$ cat config.mk
export PLATFORM = sky130hd
export DESIGN_NAME = swfp_out_stage
export DESIGN_NICKNAME = d
export VERILOG_FILES = /design/src/design/assert_macros.svh /design/src/design/swfp_pkg.sv /design/src/design/swfp_out_stage.sv
export SDC_FILE = /design/constraint.sdc
export NUM_CORES = 1
export LEC_CHECK = 0
export BUFFER_PORTS_ARGS = -buffer_cell sky130_fd_sc_hd__buf_2
export CAP_MARGIN = 30
export CORE_MARGIN = 3
export CORE_UTILIZATION = 30
export DETAILED_ROUTE_END_ITERATION = 7
export PLACE_DENSITY_LB_ADDON = 0.05
export SYNTH_ARGS = -nofsm -noshare
export SYNTH_HDL_FRONTEND = slang
export SYNTH_SLANG_ARGS = --single-unit
$ cat constraint.sdc
create_clock -name clk -period 2.2 [get_ports clk]
set_clock_uncertainty 0.1 [all_clocks]
set_input_delay 0.44 -clock clk [delete_from_list [all_inputs] [get_ports clk]]
set_output_delay 0.44 -clock clk [all_outputs]
set_load 0.02 [all_outputs]
$ cat src/design/assert_macros.svh
// Assertion macros used by the top-level design file.
`ifndef ASSERT_MACROS_SVH
`define ASSERT_MACROS_SVH

// Same-cycle implication, disabled while in reset.
`define ASSERT_IMPL(label, clk, rst_n, a, c) \
    label: assert property (@(posedge clk) disable iff (!rst_n) (a) |-> (c)) \
        else $error("implication check failed");

// Next-cycle implication, disabled while in reset.
`define ASSERT_NEXT(label, clk, rst_n, a, c) \
    label: assert property (@(posedge clk) disable iff (!rst_n) (a) |=> (c)) \
        else $error("next-cycle check failed");

`endif

$ cat src/design/swfp_pkg.sv
// Types and constants of the SWF header and frame-size parser.
package swfp_pkg;

    localparam logic [3:0] HDR_BYTES      = 4'd8;
    localparam logic [7:0] SIG_COMPRESSED = 8'h43;   // 'C'
    localparam int         TWIPS_PER_PX   = 20;
    // ceil(2^34 / 5): floor(m / 5) == (m * RECIP5) >> 34 for any 32-bit m
    localparam logic [31:0] RECIP5        = 32'hCCCC_CCCD;
    localparam int          RECIP5_SHIFT  = 34;

    // header byte positions
    localparam logic [3:0] POS_SIG  = 4'd0;
    localparam logic [3:0] POS_VER  = 4'd3;
    localparam logic [3:0] POS_LEN0 = 4'd4;
    localparam logic [3:0] POS_LEN1 = 4'd5;
    localparam logic [3:0] POS_LEN2 = 4'd6;
    localparam logic [3:0] POS_LEN3 = 4'd7;

    // rectangle field being parsed
    localparam logic [2:0] FIELD_WIDTH = 3'd0;
    localparam logic [2:0] FIELD_XMIN  = 3'd1;
    localparam logic [2:0] FIELD_XMAX  = 3'd2;
    localparam logic [2:0] FIELD_YMIN  = 3'd3;
    localparam logic [2:0] FIELD_YMAX  = 3'd4;
    localparam logic [2:0] FIELD_DONE  = 3'd5;

    typedef struct packed {
        logic [7:0] data_byte;
        logic       start_of_file;
    } in_item_t;

    typedef struct packed {
        logic signed [27:0] width_px;
        logic signed [27:0] height_px;
        logic [7:0]         version_num;
        logic [31:0]        file_length;
        logic               compressed;
    } result_t;

endpackage

$ cat src/design/swfp_out_stage.sv
// Result register: holds one result transaction until it is taken.
module swfp_out_stage (
    input  logic              clk,
    input  logic              rst_n,
    input  logic              load,
    input  swfp_pkg::result_t load_result,
    output logic              out_free,
    output logic              out_valid,
    input  logic              out_ready,
    output swfp_pkg::result_t result
);

    logic              valid_reg;
    logic              valid_next;
    swfp_pkg::result_t result_reg;

    assign out_free  = !valid_reg || out_ready;
    assign out_valid = valid_reg;
    assign result    = result_reg;

    always_comb
    begin
        valid_next = valid_reg;
        if (load)
        begin
            valid_next = 1'b1;
        end
        else if (out_ready)
        begin
            valid_next = 1'b0;
        end
    end

    always_ff @(posedge clk or negedge rst_n)
    begin
        if (!rst_n)
        begin
            valid_reg <= 1'b0;
        end
        else
        begin
            valid_reg <= valid_next;
        end
    end

    always_ff @(posedge clk)
    begin
        if (load)
        begin
            result_reg <= load_result;
        end
    end

endmodule

==> results.txt, run 1 <==
----------------------------------------------------
[Place]
  HPWL after DPL ... ~5.3 mm
  Count of buffers inserted at the top-level ports ... about 200
  Routability congestion estimate ... ~0.64

[Flow run]
  Max-cap violations ... 0

[Detailed routing]
  Drt total wl ... 6.81 mm
  Antenna violation net count after detailed routing ... 0
  Detailed-route wire length per cell ... about 15 um
  Routed via count divided by cell count ... 3.97
  Total iterations of the first detailed-routing run ... 4
  Overall via count from detail_route ... 1776
  DRC viols ... 0
  Detailed router's first-iteration violation count ... 48

[Final layout]
  Fraction of layout instances using a drive strength above 1 ... between 60 and 70%
  Most frequent standard cell in the layout excluding fill and tap cells ... sky130_fd_sc_hd__buf_2
  Layout overhead on the synthesized area ... 46.4%
  Layout Utilization ... approximately 46%
  Number of flip-flops in the largest register ... 97
  Net count reported at finish ... around 410
  Most frequent cells in the layout ... sky130_fd_sc_hd__buf_2 (198), sky130_fd_sc_hd__edfxtp_1 (97), sky130_fd_sc_hd__clkbuf_8 (9), sky130_fd_sc_hd__clkinvlp_4 (3)
  Number of antenna cells inserted ... 0

[Worst hold path]
  Worst hold path stage count ... 1
  Hold path start ... load_result[8]
  Endpoint of the worst hold-timing path ... result[8]
  Hold Crit Class ... primary input to flop

[Yosys]
  Adder-cell share of the synthesized area ... 0%
  Most area-consuming cells after synthesis ... sky130_fd_sc_hd__edfxtp_1 (98%), sky130_fd_sc_hd__dfrtp_1 (0.85%), sky130_fd_sc_hd__nand2b_4 (0.46%), sky130_fd_sc_hd__nand2b_2 (0.30%)
  Portion of netlist area occupied by mux cells ... 0%
  Post-synthesis cell type with the largest combined area ... sky130_fd_sc_hd__edfxtp_1
  Largest family of logic cells by synthesized area ... simple AND/OR/NAND/NOR gates
  Synth Warn # ... 0
  Synth Area in Compound Gates ... 0%
  Sequential area share after synthesis ... 99.2%
  Top-area cell type share of the netlist area ... between 90% and 100%
  Cells after Synth ... 100
  Share of synthesized cell area in and, or, nand and nor gates ... less than 1%
  Cell Area, Synth ... just under 3000 um2
  Post-synthesis cell type count ... 4
  Post-synthesis average cell area ... roughly 30 um2
  Net Count, Synth ... around 200
  Number of flip-flops and latches in the synthesized netlist ... just under 100
  Xor/xnor share of the synthesized area ... 0%

[Clocking]
  Total clock buffers created by CTS ... 9
  Post-CTS setup buffer count ... 0
  CTS Root Cell ... sky130_fd_sc_hd__clkbuf_8
  CTS H-tree lvls ... 3
  Clock sink count ... 98
  Worst-case clock buffer depth ... 2
  Clock latency of the later-clocked register in the worst-skew pair ... approximately 0.34 ns
  CTS tree ... done
  Clock transition time at the flip-flop clock pins of the worst setup and hold paths ... around 0.09 ns

[Floorplan]
  Core Rows ... 35
  Horizontal die dimension ... about 110 um
  # IOs ... 200
  Floorplan die height ... 105 um
  Starting utilization of the core area ... a little under a third
  DIE AREA ... roughly 11000 um2
  CORE AREA ... 9420 um2

[Setup path]
  Type of origin of the critical path ... flop
  Required time of the critical path ... roughly 1.7 ns
  RR Endpoint ... out_valid
  Worst reg2reg startpoint ... out_valid
  Max Fanout on Critical Path ... 2
  Number of cells on the worst reg-to-reg path ... 2
  Kind of end point of the critical path ... output port
  Setup CP Type ... flop to output port
  Arrival @ worst endpoint ... 1.00 ns
  Slack of the worst reg-to-reg path ... between 1 and 1.5 ns

[Global routing]
  Global-route wire length before repair ... 9.99 mm
  Initial antenna violation count ... 0
  Maximum number of pins on one net before global-route repair ... between 40 and 50
  Residual overflow from global routing ... 0
  Total global routing track utilization ... around an eighth
  Number of global-route vias before repair ... 1823

[Timing]
  Final max-slew violation count ... 0
  Unrepaired setup endpoints after global routing ... false
  Maximum achievable frequency ... around 650 MHz
  Tmin final ... ~1.5 ns
  Worst rel slew slack ... 75.2%
  Final-report setup violation count ... 0
  Slew @ Worst Pin ... 0.372 ns
  Number of hold violations in the final report ... 0
  Part of the cycle the worst path needs ... 70.2%
  TNS Setup ... 0 ns

[Power and ir drop]
  Standby leakage power ... 1.85 nW
  Largest vdd supply drop ... 280 uV
  Power density normalized to cell area ... approximately 850 nW/um2

[Status]
  Run status ... complete, no violations

----------------------------------------------------
## layout make-up
type,count,area [um2]
Sequential cell,98,2940
Tap cell,129,161
Clock buffer,11,131
Multi-Input combinational cell,2,22.5
Fill cell,879,5080
Clock inverter,5,31.3
Timing Repair Buffer,202,1050
## how the worst max path moves through the flow
stage | from | end | slack (ns)
2_1_floorplan | out_valid | out_free | 1.06
3_3_place_gp | load | result[47] | 0.67
3_5_place_dp | load | result[53] | 0.66
4_1_cts | out_valid | out_free | 0.62
5_1_grt | out_valid | out_free | 0.61
6_report | out_valid | out_free | 0.66
## timing repair
item                                    in CTS  in global routing
gates resized for setup                      0                  0
hold endpoints to repair                     1                  0
hold buffers                                 1                  0
endpoints found under the setup margin       0                  0
## cells in the mapped netlist
master,instances
sky130_fd_sc_hd__nand2b_2,1
sky130_fd_sc_hd__edfxtp_1,97
sky130_fd_sc_hd__dfrtp_1,1
sky130_fd_sc_hd__nand2b_4,1
## kinds of logic (layout without fill, tap and decap cells)
| logic type | after synthesis | in the layout |
|---|---|---|
| buf+inv | 0 | 218 |
| flops | 98 | 98 |
| simple gates | 2 | 2 |
## through the flow
step / std cells / setup slack (ns) / hold slack [ns] / total power (W) / cell area (um2)
after floorplan: 100 / 1.06 / 0.0444 / 0.00249 / 2960
after global placement: 430 / 0.673 / 0.115 / 0.00276 / 4160
after detailed placement: 430 / 0.658 / 0.115 / 0.00276 / 4160
after CTS: 447 / 0.623 / 0.141 / 0.00377 / 4330
after global routing: 447 / 0.605 / 0.136 / 0.00388 / 4330
final: 447 / 0.655 / 0.164 / 0.00370 / 4330
## worst max-delay path, cell delays in order, from the launching register on
cell	delay [ns]
sky130_fd_sc_hd__dfrtp_1	0.42
sky130_fd_sc_hd__nand2b_4	0.09
sky130_fd_sc_hd__buf_2	0.16
## per-layer routing
metal / track usage (%) / up-vias / routed length (um)
met3: 5.70 / 8 / 842
met5: 0 / - / 0
met2: 20.0 / 109 / 3480
li1: - / 828 / -
met4: 4.78 / 0 / 87
met1: 13.3 / 831 / 2400
## power breakdown
| part | switching, W | leakage, nW | internal [W] |
|---|---|---|---|
| Clock | 0.000578 | 0.0730 | 0.000407 |
| Combinational | 0.000301 | 0.817 | 0.000166 |
| Sequential | 0.0000326 | 0.960 | 0.00221 |
Note: power is estimated with default switching activity, not from simulation.
==> run 2: changes to the inputs <==
- ABC_AREA: default -> 1
- clock period: 2.2 -> 1.4 ns (I/O delays scaled with it)
==> run 2 against run 1 <==
  * Combinational power is 110% higher
  * Worst hold slack got worse by 0.13 ns
  * Power grew 65%
  * Critical path type unchanged
  * Clock power grew 63%
  * Critical path depth stayed put
  * Utilization grew 10 points
==> results.txt, run 2 <==
----------------------------------------------------
[Status]
  Run status ... complete, no violations

[Detailed routing]
  Routed via count divided by cell count ... 3.87 (-2.5%)
  Total iterations of the first detailed-routing run ... 4 (unchanged)
  Overall via count from detail_route ... 2111 (+19%)
  Detailed router's first-iteration violation count ... 36 (-25%)
  Drt total wl ... 7.55 mm (+11%)
  Antenna violation net count after detailed routing ... 0 (unchanged)
  DRC viols ... 0 (unchanged)
  Detailed-route wire length per cell ... 13.8 um (-9.1%)

[Yosys]
  Adder-cell share of the synthesized area ... 0% (unchanged)
  Post-synthesis cell type count ... 4 (unchanged)
  Most area-consuming cells after synthesis ... sky130_fd_sc_hd__edfxtp_1 (98%), sky130_fd_sc_hd__dfrtp_1 (0.85%), sky130_fd_sc_hd__nand2_2 (0.42%), sky130_fd_sc_hd__inv_1 (0.25%)
  Post-synth top flop ... sky130_fd_sc_hd__edfxtp_1
  Xor/xnor share of the synthesized area ... 0% (unchanged)
  Top-area cell type share of the netlist area ... 98.5% (about the same)
  Portion of netlist area occupied by mux cells ... 0% (unchanged)
  Synth Warn # ... 0 (unchanged)
  Net Count, Synth ... 203 (+1.0%)
  Synth Area in Compound Gates ... 0% (unchanged)
  EDFF count, synth ... 97 (unchanged)
  Number of flip-flops and latches in the synthesized netlist ... 98 (unchanged)
  Cells after Synth ... 102 (+2.0%)
  Share of synthesized cell area in and, or, nand and nor gates ... 0.423% (-0.34 points)
  Post-synthesis cell type with the largest combined area ... sky130_fd_sc_hd__edfxtp_1
  Most common cell in the synthesized netlist ... sky130_fd_sc_hd__edfxtp_1
  Most numerous cell types in the synthesized netlist ... sky130_fd_sc_hd__edfxtp_1 (97), sky130_fd_sc_hd__inv_1 (2), sky130_fd_sc_hd__nand2_2 (2)
  Sequential area share after synthesis ... 99.3% (about the same)
  Largest family of logic cells by synthesized area ... simple AND/OR/NAND/NOR gates
  Post-synthesis average cell area ... 29.0 um2 (-2.0%)
  Cell Area, Synth ... 2960 um2 (about the same)
  Async S/R FF share, synth ... 1.02% (unchanged)

[Floorplan]
  Floorplan die height ... 105 um (about the same)
  Starting utilization of the core area ... 31.4% (about the same)
  Horizontal die dimension ... 105 um (about the same)
  Core Rows ... 35 (unchanged)
  CORE AREA ... 9420 um2 (unchanged)
  # IOs ... 200 (unchanged)
  DIE AREA ... 11100 um2 (about the same)

[Setup path]
  Arrival @ worst endpoint ... 0.96 ns (-0.04 ns)
  Type of origin of the critical path ... flop
  Required time of the critical path ... 1.02 ns (-0.64 ns)
  Kind of end point of the critical path ... output port
  Setup CP Type ... flop to output port
  Max Fanout on Critical Path ... 2 (unchanged)

[Timing]
  Post-route worst setup slack ... 0.0634 ns (-0.592 ns)
  Maximum achievable frequency ... 748 MHz
  Part of the cycle the worst path needs ... between 90% and 100%
  Tmin final ... roughly 1.3 ns
  Worst rel slew slack ... 86.7% (+11 points)
  TNS Setup ... 0 ns (unchanged)
  Final-report setup violation count ... 0 (unchanged)
  Final max-slew violation count ... 0 (unchanged)
  Slew @ Worst Pin ... 0.200 ns (-0.172 ns)
  Number of hold violations in the final report ... 0 (unchanged)

[Place]
  Count of buffers inserted at the top-level ports ... 199 (unchanged)
  Pre-CTS setup slack ... 0.317 ns (-0.342 ns)
  Inst Count DP ... 433 (+0.70%)
  Placed cell areas ... 4180 um2 (+0.42%)
  Routability congestion estimate ... 0.667 (+3.9%)
  HPWL after DPL ... 5.11 mm (-3.0%)

[Power and ir drop]
  Standby leakage power ... 2.27 nW (+23%)
  Largest vdd supply drop ... 493 uV (+76%)
  Power density normalized to cell area ... 1140 nW/um2 (+34%)

[Clocking]
  Clock transition time at the flip-flop clock pins of the worst setup and hold paths ... 0.09 ns (about the same)
  Clock sink count ... 98 (unchanged)
  Total clock buffers created by CTS ... 9 (unchanged)
  CTS Root Cell ... sky130_fd_sc_hd__clkbuf_8
  Worst-case clock buffer depth ... 2 (unchanged)
  CTS tree ... done
  Clock latency of the later-clocked register in the worst-skew pair ... 0.34 ns (about the same)
  CTS H-tree lvls ... 3 (unchanged)

[Final layout]
  Count of fill cells added during filler insertion ... 776 (-12%)
  Post-route standard cell area excluding fillers ... 5320 um2 (+23%)
  Number of antenna cells inserted ... 0 (unchanged)
  Number of flip-flops in the largest register ... 97 (unchanged)
  Layout overhead on the synthesized area ... 79.7%
  Net count reported at finish ... 512 (+24%)
  Fin cells ... 545 (+22%)
  Most frequent cells in the layout ... sky130_fd_sc_hd__buf_2 (197), sky130_fd_sc_hd__edfxtp_1 (97), sky130_fd_sc_hd__dlygate4sd3_1 (96), sky130_fd_sc_hd__clkbuf_8 (9)
  Most frequent standard cell in the layout excluding fill and tap cells ... sky130_fd_sc_hd__buf_2
  Fraction of layout instances using a drive strength above 1 ... 52.4% (-16 points)

[Global routing]
  Maximum number of pins on one net before global-route repair ... 39 (-11%)
  Total global routing track utilization ... 13.7% (+1.6 points)
  Number of global-route vias before repair ... 2278 (+25%)
  Residual overflow from global routing ... 0 (unchanged)
  Initial antenna violation count ... 0 (unchanged)
  Global-route wire length before repair ... 11.6 mm (+16%)

[Worst hold path]
  Hold Crit Class ... primary input to flop

[Flow run]
  Max-cap violations ... 0 (unchanged)

----------------------------------------------------
run 2: changes by cell type after synthesis:
cell and change:
sky130_fd_sc_hd__nand2_2 +2, sky130_fd_sc_hd__nand2b_4 -1, sky130_fd_sc_hd__inv_1 +2, sky130_fd_sc_hd__nand2b_2 -1
run 2: timing repair:
action | CTS | global route
hold buffers | 96 | 0
gates resized for setup | 0 | 2
setup endpoints to repair | 0 | 1
buffers inserted | 0 | 0
hold endpoints to repair | 96 | 0
run 2: worst max-delay path, stage by stage, from the launching register on:
cell and delay [ns]:
sky130_fd_sc_hd__dfrtp_1 0.39, sky130_fd_sc_hd__nand2_2 0.10, sky130_fd_sc_hd__buf_6 0.12
run 2: stage by stage:
stage,power (W),util [%],hold WS (ns)
floorplan,0.00392,-,-0.116
global placement,0.00434,44.4,-0.0458
detailed placement,0.00435,44.4,-0.0441
CTS,0.00617,56.4,0.000602
global route,0.00634,56.5,0.00377
finish,0.00609,56.5,0.0300
run 2: final timing paths:
check,to,start,cells past startpoint,slack (ns)
min in group asynchronous,out_valid,rst_n,2,0.13
setup reg to reg,out_valid,out_valid,2,0.67
hold / removal,result[25],load_result[25],1,0.03
hold reg to reg,out_valid,out_valid,2,0.42
max in group asynchronous,out_valid,rst_n,2,0.99
setup / recovery,out_free,out_valid,2,0.06
run 2: report_power, final:
part           total (W)  internal [W]  leakage, nW  switching [W]
Sequential       0.00352       0.00348        0.960      0.0000496
Clock            0.00160      0.000647       0.0761       0.000955
Combinational   0.000959      0.000440         1.23       0.000518
Total            0.00609       0.00456         2.27        0.00152
run 2: layer usage:
metal / routed length [um] / vias up / GRT usage, %
met1: 2790 / 970 / 15.1
met2: 3920 / 107 / 23.4
met3: 732 / 10 / 5.27
met5: 0 / - / 0
li1: - / 1024 / -
met4: 104 / 0 / 5.90
run 2: cell families after synthesis:
kind of cell	Yosys count
buffers and inverters	2
DFF	98
and+or+nand+nor	2
run 2: final cells by class:
cell class,count,area (um2),area share [%]
Sequential cell,98,2940,55.3
Timing Repair Buffer,298,2030,38.1
Tap cell,129,161,3.04
Clock buffer,10,128,2.40
Clock inverter,6,43.8,0.824
Multi-Input combinational cell,2,12.5,0.235
Inverter,2,7.51,0.141
==> run 3: changes to the inputs <==
- ABC_AREA: 1 -> default
==> run 3 against run 2 <==
  * Clock power grew 26%
  * Via count rose by 1.0%
  * Sequential share of layout area down 0.60 points
  * Combinational power is 0.5% higher
  * Sequential power about the same
  * Worst hold slack about the same
  * Setup slack worse by 0.012 ns
  * Non-clock buffer count rose by 1
  * First-iteration DRC count grew 31%
  * Critical path depth did not move
  * Largest cell class unchanged
==> results.txt, run 3 (same netlist as run 1, synthesis figures left out) <==
----------------------------------------------------
[Status]
  Run status ... complete, no violations

[Final layout]
  Count of fill cells added during filler insertion ... 768 (-1.0%)
  Number of antenna cells inserted ... 0 (unchanged)
  Multi-input logic area ... 22.5 um2 (+80%)
  Layout Utilization ... 57.1% (+0.62 points)
  Fraction of layout instances using a drive strength above 1 ... 52.4% (about the same)
  Layout overhead on the synthesized area ... 81.6%
  Most frequent standard cell in the layout excluding fill and tap cells ... sky130_fd_sc_hd__buf_2
  Post-route standard cell area excluding fillers ... 5380 um2 (+1.1%)
  Most frequent cells in the layout ... sky130_fd_sc_hd__buf_2 (197), sky130_fd_sc_hd__dlygate4sd3_1 (97), sky130_fd_sc_hd__edfxtp_1 (97), sky130_fd_sc_hd__clkbuf_8 (9)
  Number of flip-flops in the largest register ... 97 (unchanged)
  Net count reported at finish ... 511 (-0.20%)
  Sequential cell area in the final layout ... 2940 um2 (unchanged)

[Clocking]
  Post-CTS setup buffer count ... 0 (unchanged)
  Clock sink count ... 98 (unchanged)
  CTS tree ... done
  Clock transition time at the flip-flop clock pins of the worst setup and hold paths ... 0.08 ns (about the same)
  Clock latency of the later-clocked register in the worst-skew pair ... 0.34 ns (about the same)
  Total clock buffers created by CTS ... 9 (unchanged)
  Worst-case clock buffer depth ... 2 (unchanged)
  CTS H-tree lvls ... 3 (unchanged)
  CTS Root Cell ... sky130_fd_sc_hd__clkbuf_8

[Power and ir drop]
  Power density normalized to cell area ... 1210 nW/um2 (+5.6%)
  Switching power share of the total ... 22.0% (-3.1 points)
  Clk network pwr share ... 30.9% (+4.6 points)
  Largest vdd supply drop ... 639 uV (+30%)
  Int Power ... 0.00507 W (+11%)
  Net switching power of the design ... 0.00143 W (-6.3%)
  Standby leakage power ... 2.30 nW (+1.4%)
  Share of total power in combinational logic ... 14.8% (-1.0 points)
  Share of power burned in registers ... 54.3% (-3.6 points)

[Timing]
  Part of the cycle the worst path needs ... 96.3% (+0.85 points)
  Unrepaired setup endpoints after global routing ... false
  Number of hold violations in the final report ... 0 (unchanged)
  Worst rel slew slack ... 87.2% (+0.57 points)
  Slew @ Worst Pin ... 0.191 ns (-0.00862 ns)
  Tmin final ... 1.35 ns (+0.0120 ns)
  Maximum achievable frequency ... 742 MHz (-0.89%)
  Post-route worst setup slack ... 0.0514 ns (-0.0120 ns)
  Final-report setup violation count ... 0 (unchanged)
  TNS Setup ... 0 ns (unchanged)
  Final max-slew violation count ... 0 (unchanged)

[Global routing]
  Total global routing track utilization ... 13.9% (+0.24 points)
  Residual overflow from global routing ... 0 (unchanged)
  Maximum number of pins on one net before global-route repair ... 37 (-5.1%)
  Number of global-route vias before repair ... 2333 (+2.4%)
  Initial antenna violation count ... 0 (unchanged)
  Global-route wire length before repair ... 11.8 mm (+2.3%)

[Place]
  Placed cell areas ... 4180 um2 (about the same)
  Pre-CTS setup slack ... 0.255 ns (-0.0621 ns)
  Count of buffers inserted at the top-level ports ... 199 (unchanged)
  Routability congestion estimate ... 0.666 (about the same)
  HPWL after DPL ... 5.17 mm (+1.1%)

[Detailed routing]
  Drt total wl ... 7.54 mm (-0.16%)
  DRC viols ... 0 (unchanged)
  Total iterations of the first detailed-routing run ... 4 (unchanged)
  Detailed-route wire length per cell ... 13.9 um (+0.58%)
  Detailed router's first-iteration violation count ... 47 (+31%)
  Overall via count from detail_route ... 2133 (+1.0%)
  Routed via count divided by cell count ... 3.94 (+1.8%)
  Antenna violation net count after detailed routing ... 0 (unchanged)

[Floorplan]
  Horizontal die dimension ... 105 um (about the same)
  DIE AREA ... 11100 um2 (about the same)
  Starting utilization of the core area ... 31.4% (about the same)
  # IOs ... 200 (unchanged)
  Core Rows ... 35 (unchanged)
  Floorplan die height ... 105 um (about the same)
  CORE AREA ... 9420 um2 (unchanged)

[Setup path]
  Type of origin of the critical path ... flop
  Setup CP Type ... flop to output port
  Required time of the critical path ... 1.02 ns (about the same)
  Max Fanout on Critical Path ... 2 (unchanged)
  Kind of end point of the critical path ... output port
  Arrival @ worst endpoint ... 0.97 ns (about the same)

[Worst hold path]
  Hold Crit Class ... primary input to flop

[Flow run]
  Max-cap violations ... 0 (unchanged)

----------------------------------------------------
run 3: cell types whose count changed in the layout (fill, tap and decap cells not counted), sizes merged:
cell / previous run / this run
bufinv: 0 / 3
clkbuf: 10 / 9
clkinv: 3 / 1
clkinvlp: 3 / 0
dlygate4sd3: 96 / 97
inv: 2 / 0
nand2: 2 / 0
nand2b: 0 / 2
run 3: power by group through the flow:
stage / logic (W) / clock network (W) / registers (W)
finish: 0.000964 / 0.00201 / 0.00353
floorplan: 0.00000825 / 0 / 0.00391
detailed placement: 0.000755 / 0 / 0.00359
CTS: 0.000968 / 0.00210 / 0.00353
global placement: 0.000755 / 0 / 0.00359
global route: 0.00103 / 0.00218 / 0.00355
run 3: stage by stage:
step | total power [W] | hold slack [ns] | instances
global route | 0.00676 | 0.00602 | 541
finish | 0.00650 | 0.0300 | 541
floorplan | 0.00392 | -0.116 | 100
detailed placement | 0.00435 | -0.0442 | 431
CTS | 0.00659 | 0.00158 | 541
global placement | 0.00434 | -0.0441 | 431
run 3: worst max-delay path, stage by stage, from the launching register on:
cell and delay, ns:
sky130_fd_sc_hd__dfrtp_1 0.42, sky130_fd_sc_hd__nand2b_4 0.09, sky130_fd_sc_hd__buf_6 0.11
run 3: final cells by class:
class	count	share of cell area (%)
multi-input cells	2	0.419
clock inverters	4	1.75
well taps	129	3.00
clock buffers	9	2.30
repair buffers	299	37.9
flip-flops and latches	98	54.7
run 3: worst paths after layout:
check,startpoint,to,slack [ns],cells past startpoint
worst min-delay path,load_result[93],result[93],0.03,1
worst max-delay path,out_valid,out_free,0.05,2
worst min register to register,out_valid,out_valid,0.47,2
min in group asynchronous,rst_n,out_valid,0.16,2
max in group asynchronous,rst_n,out_valid,0.96,2
worst max register to register,out_valid,out_valid,0.63,2
run 3: metal layers:
metal | track usage, % | wire length, um
met1 | 15.7 | 2860
met2 | 23.7 | 3830
met3 | 4.29 | 653
met4 | 7.03 | 189
met5 | 0 | 0
run 3: what timing repair did:
item,4_1_cts,5_1_grt
setup endpoints to repair,1,1
hold endpoints to repair,97,0
hold buffers,97,0
gates resized for setup,1,1
