===== src/design/assert_macros.svh =====
// Assertion macros used by the top-level design file.
`ifndef ASSERT_MACROS_SVH
`define ASSERT_MACROS_SVH

// Same-cycle implication, disabled while in reset.
`define ASSERT_IMPL(label, clk, rst_n, a, c) \
    label: assert property (@(posedge clk) disable iff (!rst_n) (a) |-> (c)) \
        else $error("implication check failed");

// Next-cycle implication, disabled while in reset.
`define ASSERT_NEXT(label, clk, rst_n, a, c) \
    label: assert property (@(posedge clk) disable iff (!rst_n) (a) |=> (c)) \
        else $error("next-cycle check failed");

`endif


===== src/design/swfp_pkg.sv =====
// Types and constants of the SWF header and frame-size parser.
package swfp_pkg;

    localparam logic [3:0] HDR_BYTES      = 4'd8;
    localparam logic [7:0] SIG_COMPRESSED = 8'h43;   // 'C'
    localparam int         TWIPS_PER_PX   = 20;
    // ceil(2^34 / 5): floor(m / 5) == (m * RECIP5) >> 34 for any 32-bit m
    localparam logic [31:0] RECIP5        = 32'hCCCC_CCCD;
    localparam int          RECIP5_SHIFT  = 34;

    // header byte positions
    localparam logic [3:0] POS_SIG  = 4'd0;
    localparam logic [3:0] POS_VER  = 4'd3;
    localparam logic [3:0] POS_LEN0 = 4'd4;
    localparam logic [3:0] POS_LEN1 = 4'd5;
    localparam logic [3:0] POS_LEN2 = 4'd6;
    localparam logic [3:0] POS_LEN3 = 4'd7;

    // rectangle field being parsed
    localparam logic [2:0] FIELD_WIDTH = 3'd0;
    localparam logic [2:0] FIELD_XMIN  = 3'd1;
    localparam logic [2:0] FIELD_XMAX  = 3'd2;
    localparam logic [2:0] FIELD_YMIN  = 3'd3;
    localparam logic [2:0] FIELD_YMAX  = 3'd4;
    localparam logic [2:0] FIELD_DONE  = 3'd5;

    typedef struct packed {
        logic [7:0] data_byte;
        logic       start_of_file;
    } in_item_t;

    typedef struct packed {
        logic signed [27:0] width_px;
        logic signed [27:0] height_px;
        logic [7:0]         version_num;
        logic [31:0]        file_length;
        logic               compressed;
    } result_t;

endpackage


===== src/design/swfp_in_stage.sv =====
// Input register: holds one byte transaction until the parser takes it.
module swfp_in_stage (
    input  logic               clk,
    input  logic               rst_n,
    input  logic               in_valid,
    output logic               in_ready,
    input  swfp_pkg::in_item_t in_item,
    output logic               item_valid,
    output swfp_pkg::in_item_t item,
    input  logic               item_take
);

    logic               valid_reg;
    logic               valid_next;
    swfp_pkg::in_item_t item_reg;

    assign in_ready   = !valid_reg || item_take;
    assign item_valid = valid_reg;
    assign item       = item_reg;

    always_comb
    begin
        valid_next = valid_reg;
        if (in_valid && in_ready)
        begin
            valid_next = 1'b1;
        end
        else if (item_take)
        begin
            valid_next = 1'b0;
        end
    end

    always_ff @(posedge clk or negedge rst_n)
    begin
        if (!rst_n)
        begin
            valid_reg <= 1'b0;
        end
        else
        begin
            valid_reg <= valid_next;
        end
    end

    always_ff @(posedge clk)
    begin
        if (in_valid && in_ready)
        begin
            item_reg <= in_item;
        end
    end

endmodule


===== config.mk =====
export PLATFORM = sky130hd
export DESIGN_NAME = swfp_in_stage
export DESIGN_NICKNAME = d
export VERILOG_FILES = /design/src/design/assert_macros.svh /design/src/design/swfp_pkg.sv /design/src/design/swfp_in_stage.sv
export SDC_FILE = /design/constraint.sdc
export NUM_CORES = 1
export LEC_CHECK = 0
export BUFFER_PORTS_ARGS = -buffer_cell sky130_fd_sc_hd__buf_2
export CORE_AREA = 2 2 39 41
export DETAILED_ROUTE_END_ITERATION = 6
export DIE_AREA = 0 0 41 43
export SYNTH_ARGS = -nofsm -noshare
export SYNTH_HDL_FRONTEND = slang
export SYNTH_SLANG_ARGS = --single-unit

===== constraint.sdc =====
create_clock -name clk -period 1.15 [get_ports clk]
set_input_delay 0.1725 -clock clk [delete_from_list [all_inputs] [get_ports clk]]
set_output_delay 0.1725 -clock clk [all_outputs]
set_load 0.05 [all_outputs]

==> results of run 1 <==
[logic make-up after synthesis]
kind of cell and share of synthesized area [%]:
and+or+nand+nor 8.88, DFF 91.1
[through the flow]
step / setup WS (ns) / area (um^2) / util, %
2_1_floorplan: -0.0928 / 325 / -
3_3_place_gp: 0.177 / 460 / 33.3
3_5_place_dp: 0.155 / 460 / 33.3
4_1_cts: 0.0265 / 499 / 36.1
5_1_grt: 0.00977 / 499 / 36.1
6_report: 0.0455 / 499 / 36.1
[per-layer routing]
metal  track usage, %  vias up  wire [um]
li1                 -      104          -
met3             3.14        0         98
met2             7.19       23        201
met4             4.00        0          0
met5                0        -          0
met1             11.2       84        306
[worst paths after layout]
kind                            slack [ns]    endpoint  cells after the start        from
worst max-delay path                  0.05    in_ready                      2  item_valid
worst min-delay path                  0.09     item[1]                      1  in_item[1]
worst max register to register        0.16     item[5]                      2  item_valid
worst min register to register        0.54  item_valid                      2  item_valid
max in group asynchronous             0.83  item_valid                      2       rst_n
min in group asynchronous             0.22  item_valid                      2       rst_n
[power breakdown]
part / total, mW / internal [mW] / switching (mW)
clock: 0.239 / 0.133 / 0.106
sequential: 0.427 / 0.421 / 0.00662
combinational: 0.139 / 0.0394 / 0.0999
total: 0.806 / 0.594 / 0.212
[Yosys cell counts, drive strengths merged]
| master | instances |
|---|---|
| edfxtp | 9 |
| dfrtp | 1 |
| and2 | 1 |
| nand2b | 2 |
[worst max-delay path, delay by kind of cell, from the launching register on]
family	cells	cell delay (ns)
buffers and inverters	1	0.19
DFF	1	0.42
and+or+nand+nor	1	0.08
[final cells by class]
type	instances	area [um^2]	share of cell area, %
multi-input combinational	3	28.8	5.76
timing repair buffer	24	128	25.6
sequential	10	297	59.4
tap	16	20.0	4.01
clock buffer	4	26.3	5.26
[repair_timing]
action,CTS,global route
resized for setup,1,0
endpoints found under the hold margin,1,0
hold buffers,1,0
setup endpoints to repair,1,0
==> impl_results.html, run 1 <==
<table>
<tr><th>Metric</th><th>Value</th></tr>
<tr><th colspan="2">Clock tree</th></tr>
<tr><td>Total clock buffers created by CTS</td><td>3</td></tr>
<tr><td>Count of H-tree levels built during CTS</td><td>1</td></tr>
<tr><td>Clock latency of the later-clocked register in the worst-skew pair</td><td>0.26 ns</td></tr>
<tr><td>TritonCTS sink count</td><td>10</td></tr>
<tr><td>Clock tree root driver cell</td><td>sky130_fd_sc_hd__clkbuf_4</td></tr>
<tr><td>Clock input transition at the sequential cells of the worst setup and hold paths</td><td>0.07 ns</td></tr>
<tr><td>Number of buffers between clock root and the deepest sink</td><td>2</td></tr>
<tr><td>CTS tree</td><td>done</td></tr>
<tr><td>Setup fix buffers added after clock tree synthesis</td><td>0</td></tr>
<tr><th colspan="2">Global routing</th></tr>
<tr><td>Wire length of the first global-routing pass</td><td>765 um</td></tr>
<tr><td>Number of antenna violations at the first check in global routing</td><td>0</td></tr>
<tr><td>Overall Global Routing Usage</td><td>6.95%</td></tr>
<tr><td>Number of global-route vias before repair</td><td>191</td></tr>
<tr><td>Pin count of the biggest net entering global routing</td><td>10</td></tr>
<tr><td>Overall overflow remaining after global route</td><td>0</td></tr>
<tr><th colspan="2">Yosys</th></tr>
<tr><td>Mean area per synthesized cell</td><td>24.9 um^2</td></tr>
<tr><td>Synthesized Nets</td><td>26</td></tr>
<tr><td>Cell Area, Synth</td><td>324 um^2</td></tr>
<tr><td>Most area-consuming cells after synthesis</td><td>sky130_fd_sc_hd__edfxtp_1 (83%), sky130_fd_sc_hd__dfrtp_1 (7.7%), sky130_fd_sc_hd__nand2b_4 (4.2%)</td></tr>
<tr><td>Gate count after technology mapping</td><td>13</td></tr>
<tr><td>Yosys warnings</td><td>0</td></tr>
<tr><td>Share of synthesized area occupied by flip-flops and latches</td><td>91.1%</td></tr>
<tr><td>Yosys top cell area share</td><td>between 80% and 90%</td></tr>
<tr><td>Cell variety after synth</td><td>5</td></tr>
<tr><td>Post-synthesis register bit count</td><td>10</td></tr>
<tr><td>Cell type with the largest total area after synthesis</td><td>sky130_fd_sc_hd__edfxtp_1</td></tr>
<tr><th colspan="2">Setup path</th></tr>
<tr><td>Critical path, cell by cell</td><td>nand2b_4, buf_4</td></tr>
<tr><td>Worst-path maximum fanout</td><td>3</td></tr>
<tr><td>Worst path max stage delay</td><td>0.42 ns</td></tr>
<tr><td>Kind of start point of the critical path</td><td>flop</td></tr>
<tr><td>Category of the worst setup path capture point</td><td>primary output</td></tr>
<tr><td>CP arrival</td><td>roughly 0.93 ns</td></tr>
<tr><td>Critical path required time</td><td>0.98 ns</td></tr>
<tr><td>Type of the worst setup path</td><td>reg -&gt; out</td></tr>
<tr><td>Max stage delay cell, worst path</td><td>sky130_fd_sc_hd__dfrtp_2</td></tr>
<tr><th colspan="2">Detailed routing</th></tr>
<tr><td>Post-detailed-route wirelength per cell</td><td>10.6 um</td></tr>
<tr><td>Count of TritonRoute iterations in the first routing pass</td><td>1</td></tr>
<tr><td># DRC</td><td>0</td></tr>
<tr><td>Post-route ant nets</td><td>0</td></tr>
<tr><td>Post-detailed-route via-to-cell ratio</td><td>3.70</td></tr>
<tr><td>Final Routed Wirelength</td><td>between 600 and 700 um</td></tr>
<tr><td>Detailed router's first-iteration violation count</td><td>0</td></tr>
<tr><td>Routed vias</td><td>211</td></tr>
<tr><th colspan="2">Floorplanning</th></tr>
<tr><td>Count of standard-cell rows</td><td>14</td></tr>
<tr><td>Horizontal die dimension</td><td>41 um</td></tr>
<tr><td>Initial Util</td><td>23.4%</td></tr>
<tr><td>Area of the die</td><td>1760 um^2</td></tr>
<tr><td>Die Span Y</td><td>43 um</td></tr>
<tr><td>Total core area</td><td>1380 um^2</td></tr>
<tr><td>Number of placed I/O pins</td><td>24</td></tr>
<tr><th colspan="2">Power</th></tr>
<tr><td>Pwr Density</td><td>1610 nW/um^2</td></tr>
<tr><td>Total leakage power</td><td>0.221 nW</td></tr>
<tr><td>Total Power</td><td>0.806 mW</td></tr>
<tr><td>Peak supply drop</td><td>0.567 mV</td></tr>
<tr><th colspan="2">Timing</th></tr>
<tr><td>Normalized max-slew margin</td><td>between 80% and 90%</td></tr>
<tr><td>Part of the cycle the worst path needs</td><td>96.0%</td></tr>
<tr><td>Time the final worst path needs with I/O delays and setup</td><td>1.10 ns</td></tr>
<tr><td>Final Hold Vio Count</td><td>0</td></tr>
<tr><td>Final setup violation count</td><td>0</td></tr>
<tr><td>Final Hold Slack</td><td>0.0861 ns</td></tr>
<tr><td>Slew at the pin closest to its max-slew limit</td><td>0.254 ns</td></tr>
<tr><td>RSZ-0062 raised after global routing</td><td>false</td></tr>
<tr><td>Worst setup skew after layout</td><td>0.00981 ns</td></tr>
<tr><td>Max Clock Freq</td><td>roughly 0.91 GHz</td></tr>
<tr><td>Pins Over Slew Limit</td><td>0</td></tr>
<tr><td>Final total negative setup slack</td><td>0 ns</td></tr>
<tr><th colspan="2">Final layout</th></tr>
<tr><td>Number of flip-flops in the largest register</td><td>9</td></tr>
<tr><td>Count of inserted antenna diode cells</td><td>0</td></tr>
<tr><td>Ratio of cells with drive above 1 in the final layout</td><td>70.7%</td></tr>
<tr><td>Number of standard cells in the layout, taps in and fillers out</td><td>57</td></tr>
<tr><td>Final nets</td><td>55</td></tr>
<tr><td>Most common cell after layout, fill and taps aside</td><td>sky130_fd_sc_hd__buf_2</td></tr>
<tr><td>Layout overhead on the synthesized area</td><td>54.1%</td></tr>
<tr><td># fillers</td><td>roughly 140</td></tr>
<tr><td>Most used cells in the layout excluding fill and tap cells</td><td>sky130_fd_sc_hd__buf_2 (22), sky130_fd_sc_hd__edfxtp_1 (9), sky130_fd_sc_hd__clkbuf_4 (3)</td></tr>
<tr><th colspan="2">Placed design</th></tr>
<tr><td>Number of placed cells counting well taps</td><td>52</td></tr>
<tr><td>Final Wtd Congestion</td><td>0.620</td></tr>
<tr><td>Count of port buffers added during placement</td><td>23</td></tr>
<tr><th colspan="2">Flow run</th></tr>
<tr><td>Max cap viols</td><td>0</td></tr>
<tr><th colspan="2">Hold path</th></tr>
<tr><td>Hold WC Path Type</td><td>in -&gt; reg</td></tr>
<tr><th colspan="2">Status</th></tr>
<tr><td>Result of the run</td><td>finished, final reports clean</td></tr>
</table>
(Power assumes the default switching activity.)
==> inputs of run 2 (changes only) <==
--- a/config.mk
+++ b/config.mk
@@ -6,9 +6,12 @@
 export NUM_CORES = 1
 export LEC_CHECK = 0
 export BUFFER_PORTS_ARGS = -buffer_cell sky130_fd_sc_hd__buf_2
+export CELL_PAD_IN_SITES_DETAIL_PLACEMENT = 0
+export CELL_PAD_IN_SITES_GLOBAL_PLACEMENT = 1
 export CORE_AREA = 2 2 39 41
 export DETAILED_ROUTE_END_ITERATION = 6
 export DIE_AREA = 0 0 41 43
+export PLACE_DENSITY_LB_ADDON = 0.1
 export SYNTH_ARGS = -nofsm -noshare
 export SYNTH_HDL_FRONTEND = slang
 export SYNTH_SLANG_ARGS = --single-unit
==> run 2 against run 1 <==
Clock skew shrank 0.0062 ns; critical path type unchanged; non-clock buffer count is the same; sequential power is essentially flat; wire length shrank 4.8%; flip-flop and latch count is the same.
==> impl_results.html, run 2 (synthesis results as in run 1) <==
<table>
<tr><th>Metric</th><th>Value</th></tr>
<tr><th colspan="2">Status</th></tr>
<tr><td>Result of the run</td><td>finished, final reports clean</td></tr>
<tr><th colspan="2">Setup path</th></tr>
<tr><td>End of the worst register-to-register path</td><td>item[7]</td></tr>
<tr><td>Kind of start point of the critical path</td><td>flop</td></tr>
<tr><td>Critical path required time</td><td>~0.98 ns</td></tr>
<tr><td>Type of the worst setup path</td><td>reg -&gt; out</td></tr>
<tr><td>Max stage delay cell, worst path</td><td>sky130_fd_sc_hd__dfrtp_2</td></tr>
<tr><td>Worst path max stage delay</td><td>around 0.42 ns</td></tr>
<tr><td>Reg2reg start</td><td>item_valid</td></tr>
<tr><td>Worst-path maximum fanout</td><td>3</td></tr>
<tr><td>Category of the worst setup path capture point</td><td>primary output</td></tr>
<tr><td>R2r setup slk</td><td>~0.15 ns</td></tr>
<tr><td>Critical path, cell by cell</td><td>nand2b_4, buf_4</td></tr>
<tr><td>Reg2Reg Depth</td><td>2</td></tr>
<tr><td>CP arrival</td><td>0.93 ns</td></tr>
<tr><th colspan="2">Power</th></tr>
<tr><td>Switching share of power</td><td>about 26%</td></tr>
<tr><td>Sw power</td><td>0.207 mW</td></tr>
<tr><td>Relative contribution of sequential cells to total power</td><td>between 50 and 60%</td></tr>
<tr><td>Cell-internal power</td><td>a little under 0.6 mW</td></tr>
<tr><td>Share of power burned in the clock network</td><td>approximately 29%</td></tr>
<tr><td>Total leakage power</td><td>0.221 nW</td></tr>
<tr><td>Comb pwr share</td><td>17.4%</td></tr>
<tr><td>Peak supply drop</td><td>around 0.6 mV</td></tr>
<tr><td>Pwr Density</td><td>1600 nW/um^2</td></tr>
<tr><th colspan="2">Detailed routing</th></tr>
<tr><td>Post-detailed-route wirelength per cell</td><td>10.1 um</td></tr>
<tr><td>Detailed router's first-iteration violation count</td><td>1</td></tr>
<tr><td>Post-detailed-route via-to-cell ratio</td><td>3.72</td></tr>
<tr><td>Count of TritonRoute iterations in the first routing pass</td><td>2</td></tr>
<tr><td>Final Routed Wirelength</td><td>577 um</td></tr>
<tr><td>Post-route ant nets</td><td>0</td></tr>
<tr><td># DRC</td><td>0</td></tr>
<tr><td>Routed vias</td><td>212</td></tr>
<tr><th colspan="2">Final layout</th></tr>
<tr><td>Most used cells in the layout excluding fill and tap cells</td><td>sky130_fd_sc_hd__buf_2 (22), sky130_fd_sc_hd__edfxtp_1 (9), sky130_fd_sc_hd__clkbuf_4 (3)</td></tr>
<tr><td>Count of inserted antenna diode cells</td><td>0</td></tr>
<tr><td>Layout overhead on the synthesized area</td><td>54.1%</td></tr>
<tr><td>Ratio of cells with drive above 1 in the final layout</td><td>70.7%</td></tr>
<tr><td>Final nets</td><td>55</td></tr>
<tr><td># fillers</td><td>137</td></tr>
<tr><td>Number of flip-flops in the largest register</td><td>9</td></tr>
<tr><td>Most common cell after layout, fill and taps aside</td><td>sky130_fd_sc_hd__buf_2</td></tr>
<tr><th colspan="2">Timing</th></tr>
<tr><td>Max Clock Freq</td><td>0.904 GHz</td></tr>
<tr><td>Normalized max-slew margin</td><td>a little over four fifths</td></tr>
<tr><td>Part of the cycle the worst path needs</td><td>96.2%</td></tr>
<tr><td>Time the final worst path needs with I/O delays and setup</td><td>approximately 1.1 ns</td></tr>
<tr><td>Worst setup skew after layout</td><td>about 0.0036 ns</td></tr>
<tr><td>RSZ-0062 raised after global routing</td><td>false</td></tr>
<tr><td>Final Hold Slack</td><td>around 0.095 ns</td></tr>
<tr><td>Slew at the pin closest to its max-slew limit</td><td>0.253 ns</td></tr>
<tr><td>Final setup violation count</td><td>0</td></tr>
<tr><td>Final Hold Vio Count</td><td>0</td></tr>
<tr><td>Final total negative setup slack</td><td>0 ns</td></tr>
<tr><td>Pins Over Slew Limit</td><td>0</td></tr>
<tr><th colspan="2">Floorplanning</th></tr>
<tr><td>Number of placed I/O pins</td><td>24</td></tr>
<tr><td>Count of standard-cell rows</td><td>14</td></tr>
<tr><td>Horizontal die dimension</td><td>~41 um</td></tr>
<tr><td>Area of the die</td><td>1760 um^2</td></tr>
<tr><td>Initial Util</td><td>23.4%</td></tr>
<tr><td>Die Span Y</td><td>43 um</td></tr>
<tr><td>Total core area</td><td>1380 um^2</td></tr>
<tr><th colspan="2">Clock tree</th></tr>
<tr><td>Clock input transition at the sequential cells of the worst setup and hold paths</td><td>around 0.06 ns</td></tr>
<tr><td>Clock latency of the later-clocked register in the worst-skew pair</td><td>0.25 ns</td></tr>
<tr><td>Setup fix buffers added after clock tree synthesis</td><td>0</td></tr>
<tr><td>TritonCTS sink count</td><td>10</td></tr>
<tr><td>Count of H-tree levels built during CTS</td><td>1</td></tr>
<tr><td>Total clock buffers created by CTS</td><td>3</td></tr>
<tr><td>CTS tree</td><td>done</td></tr>
<tr><td>Clock tree root driver cell</td><td>sky130_fd_sc_hd__clkbuf_4</td></tr>
<tr><td>Number of buffers between clock root and the deepest sink</td><td>2</td></tr>
<tr><th colspan="2">Global routing</th></tr>
<tr><td>Overall overflow remaining after global route</td><td>0</td></tr>
<tr><td>Wire length of the first global-routing pass</td><td>between 900 and 1000 um</td></tr>
<tr><td>Number of global-route vias before repair</td><td>~220</td></tr>
<tr><td>Overall Global Routing Usage</td><td>8.27%</td></tr>
<tr><td>Number of antenna violations at the first check in global routing</td><td>0</td></tr>
<tr><td>Pin count of the biggest net entering global routing</td><td>10</td></tr>
<tr><th colspan="2">Flow run</th></tr>
<tr><td>Max cap viols</td><td>0</td></tr>
<tr><th colspan="2">Hold path</th></tr>
<tr><td>Hold worst-path end</td><td>item[3]</td></tr>
<tr><td>Worst hold stages</td><td>1</td></tr>
<tr><td>Hold Crit Start</td><td>in_item[3]</td></tr>
<tr><td>Hold WC Path Type</td><td>in -&gt; reg</td></tr>
<tr><th colspan="2">Placed design</th></tr>
<tr><td>Final Wtd Congestion</td><td>0.517</td></tr>
<tr><td>Count of port buffers added during placement</td><td>23</td></tr>
</table>
[run 2: cell counts in the layout (fill, tap and decap cells not counted)]
No cell type changed its count.
[run 2: power by group through the flow]
stage          combinational [mW]  clock (mW)  sequential (mW)
2_1_floorplan              0.0241           0            0.505
3_3_place_gp                0.135           0            0.434
3_5_place_dp                0.137           0            0.435
4_1_cts                     0.141       0.244            0.427
5_1_grt                     0.149       0.268            0.429
6_report                    0.140       0.234            0.427
[run 2: what timing repair did]
| item | in CTS | in global routing |
|---|---|---|
| hold endpoints to repair | 1 | 0 |
| resized for setup | 1 | 0 |
| hold buffers | 1 | 0 |
| setup endpoints to repair | 1 | 0 |
[run 2: routing by layer]
metal  up-vias  wire (um)  GRT usage, %
met3         0         75          6.81
met2        15        328          13.1
met5         -          0             0
met1        93        174          7.80
met4         0          0          2.00
li1        104          -             -
[run 2: final cells by class]
type | instances | area (um^2) | area share, %
sequential | 10 | 297 | 59.4
tap | 16 | 20.0 | 4.01
clock buffer | 4 | 26.3 | 5.26
timing repair buffer | 24 | 128 | 25.6
multi-input combinational | 3 | 28.8 | 5.76
[run 2: per-stage QoR]
step	util (%)	std cells	setup WS, ns	power (mW)	cell area [um^2]
2_1_floorplan	-	13	-0.0928	0.529	325
3_3_place_gp	33.3	52	0.165	0.568	460
3_5_place_dp	33.3	52	0.152	0.572	460
4_1_cts	36.1	57	0.0337	0.813	499
5_1_grt	36.1	57	0.00227	0.845	499
6_report	36.1	57	0.0434	0.801	499
[run 2: how the worst max path moves through the flow]
stage                from        to  slack (ns)
2_1_floorplan  item_valid   item[0]       -0.09
3_3_place_gp   item_valid   item[1]        0.17
3_5_place_dp   item_valid   item[3]        0.15
4_1_cts        item_valid  in_ready        0.03
5_1_grt        item_valid  in_ready       0.002
6_report       item_valid  in_ready        0.04
[run 2: critical path: cells and delay by family (launching register included)]
family        cells  cell delay [ns]
buf+inv           1             0.19
simple gates      1             0.08
flops             1             0.42
==> inputs of run 3 (changes only) <==
--- a/config.mk
+++ b/config.mk
@@ -9,9 +9,11 @@
 export CELL_PAD_IN_SITES_DETAIL_PLACEMENT = 0
 export CELL_PAD_IN_SITES_GLOBAL_PLACEMENT = 1
 export CORE_AREA = 2 2 39 41
+export CTS_CLUSTER_DIAMETER = 50
 export DETAILED_ROUTE_END_ITERATION = 6
 export DIE_AREA = 0 0 41 43
-export PLACE_DENSITY_LB_ADDON = 0.1
+export PLACE_DENSITY = 0.72
+export SLEW_MARGIN = 20
 export SYNTH_ARGS = -nofsm -noshare
 export SYNTH_HDL_FRONTEND = slang
 export SYNTH_SLANG_ARGS = --single-unit
==> run 3 against run 2 <==
Die area did not move; clock power barely moved; final area did not move; first-iteration DRC count fell by 100%; clock skew fell by 0.00098 ns; global-route usage fell by 1.2 points; flip-flop and latch count did not move; total power fell by 0.28%; critical path type unchanged.
==> impl_results.html, run 3 (synthesis results as in run 1) <==
<table>
<tr><th>Metric</th><th>Value</th></tr>
<tr><th colspan="2">Timing</th></tr>
<tr><td>Part of the cycle the worst path needs</td><td>96.2%</td></tr>
<tr><td>Max Clock Freq</td><td>~0.9 GHz</td></tr>
<tr><td>Final total negative setup slack</td><td>0 ns</td></tr>
<tr><td>Slew at the pin closest to its max-slew limit</td><td>0.256 ns</td></tr>
<tr><td>Normalized max-slew margin</td><td>slightly above 80%</td></tr>
<tr><td>Pins Over Slew Limit</td><td>0</td></tr>
<tr><td>Final setup violation count</td><td>0</td></tr>
<tr><td>Worst setup skew after layout</td><td>0.00263 ns</td></tr>
<tr><td>Time the final worst path needs with I/O delays and setup</td><td>between 1 and 1.5 ns</td></tr>
<tr><td>Final Hold Slack</td><td>0.0904 ns</td></tr>
<tr><td>RSZ-0062 raised after global routing</td><td>false</td></tr>
<tr><td>Final Hold Vio Count</td><td>0</td></tr>
<tr><th colspan="2">Floorplanning</th></tr>
<tr><td>Number of placed I/O pins</td><td>24</td></tr>
<tr><td>Count of standard-cell rows</td><td>14</td></tr>
<tr><td>Area of the die</td><td>1760 um^2</td></tr>
<tr><td>Total core area</td><td>1380 um^2</td></tr>
<tr><td>Horizontal die dimension</td><td>41 um</td></tr>
<tr><td>Initial Util</td><td>23.4%</td></tr>
<tr><td>Die Span Y</td><td>approximately 43 um</td></tr>
<tr><th colspan="2">Global routing</th></tr>
<tr><td>Wire length of the first global-routing pass</td><td>807 um</td></tr>
<tr><td>Pin count of the biggest net entering global routing</td><td>10</td></tr>
<tr><td>Number of antenna violations at the first check in global routing</td><td>0</td></tr>
<tr><td>Overall overflow remaining after global route</td><td>0</td></tr>
<tr><td>Number of global-route vias before repair</td><td>between 200 and 250</td></tr>
<tr><td>Overall Global Routing Usage</td><td>a little over 7%</td></tr>
<tr><th colspan="2">Setup path</th></tr>
<tr><td>Kind of start point of the critical path</td><td>flop</td></tr>
<tr><td>Buffer and inverter count on the worst path</td><td>1</td></tr>
<tr><td>Type of the worst setup path</td><td>reg -&gt; out</td></tr>
<tr><td>Category of the worst setup path capture point</td><td>primary output</td></tr>
<tr><td>CP arrival</td><td>0.93 ns</td></tr>
<tr><td>Max stage delay cell, worst path</td><td>sky130_fd_sc_hd__dfrtp_2</td></tr>
<tr><td>Critical path, cell by cell</td><td>nand2b_4, buf_4</td></tr>
<tr><td>Critical path required time</td><td>0.98 ns</td></tr>
<tr><td>CP delay by family, top</td><td>flip-flops</td></tr>
<tr><td>Worst path max stage delay</td><td>0.42 ns</td></tr>
<tr><td>Worst-path maximum fanout</td><td>3</td></tr>
<tr><th colspan="2">Clock tree</th></tr>
<tr><td>TritonCTS sink count</td><td>10</td></tr>
<tr><td>Total clock buffers created by CTS</td><td>3</td></tr>
<tr><td>CTS tree</td><td>done</td></tr>
<tr><td>Clock latency of the later-clocked register in the worst-skew pair</td><td>0.25 ns</td></tr>
<tr><td>Setup fix buffers added after clock tree synthesis</td><td>0</td></tr>
<tr><td>Clock input transition at the sequential cells of the worst setup and hold paths</td><td>0.06 ns</td></tr>
<tr><td>Clock tree root driver cell</td><td>sky130_fd_sc_hd__clkbuf_4</td></tr>
<tr><td>Count of H-tree levels built during CTS</td><td>1</td></tr>
<tr><td>Number of buffers between clock root and the deepest sink</td><td>2</td></tr>
<tr><th colspan="2">Final layout</th></tr>
<tr><td>Number of flip-flops in the largest register</td><td>9</td></tr>
<tr><td>Ratio of cells with drive above 1 in the final layout</td><td>between 70% and 80%</td></tr>
<tr><td># fillers</td><td>approximately 140</td></tr>
<tr><td>Most common cell after layout, fill and taps aside</td><td>sky130_fd_sc_hd__buf_2</td></tr>
<tr><td>Count of inserted antenna diode cells</td><td>0</td></tr>
<tr><td>Most used cells in the layout excluding fill and tap cells</td><td>sky130_fd_sc_hd__buf_2 (22), sky130_fd_sc_hd__edfxtp_1 (9), sky130_fd_sc_hd__clkbuf_4 (3)</td></tr>
<tr><td>Final nets</td><td>55</td></tr>
<tr><td>Layout overhead on the synthesized area</td><td>54.1%</td></tr>
<tr><th colspan="2">Power</th></tr>
<tr><td>Peak supply drop</td><td>around 0.65 mV</td></tr>
<tr><td>Comb pwr share</td><td>17.5%</td></tr>
<tr><td>Switching share of power</td><td>26.7%</td></tr>
<tr><td>Cell-internal power</td><td>between 0.5 and 0.6 mW</td></tr>
<tr><td>Relative contribution of sequential cells to total power</td><td>53.4%</td></tr>
<tr><td>Total Power</td><td>0.798 mW</td></tr>
<tr><td>Total leakage power</td><td>0.222 nW</td></tr>
<tr><td>Sw power</td><td>0.213 mW</td></tr>
<tr><td>Pwr Density</td><td>1600 nW/um^2</td></tr>
<tr><td>Share of power burned in the clock network</td><td>29.1%</td></tr>
<tr><th colspan="2">Detailed routing</th></tr>
<tr><td>Detailed router's first-iteration violation count</td><td>0</td></tr>
<tr><td># DRC</td><td>0</td></tr>
<tr><td>Routed vias</td><td>211</td></tr>
<tr><td>Post-route ant nets</td><td>0</td></tr>
<tr><td>Final Routed Wirelength</td><td>about 560 um</td></tr>
<tr><td>Post-detailed-route via-to-cell ratio</td><td>about 3.7</td></tr>
<tr><td>Post-detailed-route wirelength per cell</td><td>9.75 um</td></tr>
<tr><td>Count of TritonRoute iterations in the first routing pass</td><td>1</td></tr>
<tr><th colspan="2">Status</th></tr>
<tr><td>Result of the run</td><td>finished, final reports clean</td></tr>
<tr><th colspan="2">Hold path</th></tr>
<tr><td>Hold WC Path Type</td><td>in -&gt; reg</td></tr>
<tr><th colspan="2">Flow run</th></tr>
<tr><td>Max cap viols</td><td>0</td></tr>
<tr><th colspan="2">Placed design</th></tr>
<tr><td>Final Wtd Congestion</td><td>0.555</td></tr>
<tr><td>Count of port buffers added during placement</td><td>23</td></tr>
</table>
run 3: cell count changes in the layout (fill, tap and decap cells not counted):
cell / change
sky130_fd_sc_hd__clkbuf_1: -1
sky130_fd_sc_hd__clkinv_1: +1
run 3: cell type report:
cell class	count	area, um^2	share of cell area, %
Sequential cell	10	297	59.4
Timing Repair Buffer	24	128	25.6
Multi-Input combinational cell	3	28.8	5.76
Clock buffer	3	22.5	4.51
Tap cell	16	20.0	4.01
Clock inverter	1	3.75	0.752
run 3: power by group through the flow:
stage	sequential, mW	clock (mW)	combinational (mW)
2_1_floorplan	0.505	0	0.0241
3_3_place_gp	0.434	0	0.136
3_5_place_dp	0.434	0	0.137
4_1_cts	0.426	0.243	0.141
5_1_grt	0.428	0.261	0.148
6_report	0.426	0.233	0.139
run 3: worst paths after layout:
check,start,endpoint,slack (ns),cells past startpoint
max in group asynchronous,rst_n,item_valid,0.85,2
worst min-delay path,in_item[4],item[4],0.09,1
worst min register to register,item_valid,item_valid,0.53,2
worst max register to register,item_valid,item[5],0.16,2
worst max-delay path,item_valid,in_ready,0.04,2
min in group asynchronous,rst_n,item_valid,0.21,2
run 3: routing by layer:
metal  GRT usage, %  routed length, um
met4           6.00                  0
met2           10.0                211
met1           8.53                252
met3           1.57                 92
met5              0                  0
run 3: repair_timing:
action                                  CTS  global route
endpoints found under the setup margin    1             0
gates resized for setup                   1             0
hold endpoints to repair                  1             0
hold buffers                              1             0
run 3: metrics by stage:
stage | worst slack [ns] | utilization, % | cell area [um^2] | std cells
floorplan | -0.0928 | - | 325 | 13
global placement | 0.180 | 33.3 | 460 | 52
detailed placement | 0.164 | 33.3 | 460 | 52
CTS | 0.0339 | 36.1 | 499 | 57
global route | 0.0145 | 36.1 | 499 | 57
finish | 0.0434 | 36.1 | 499 | 57
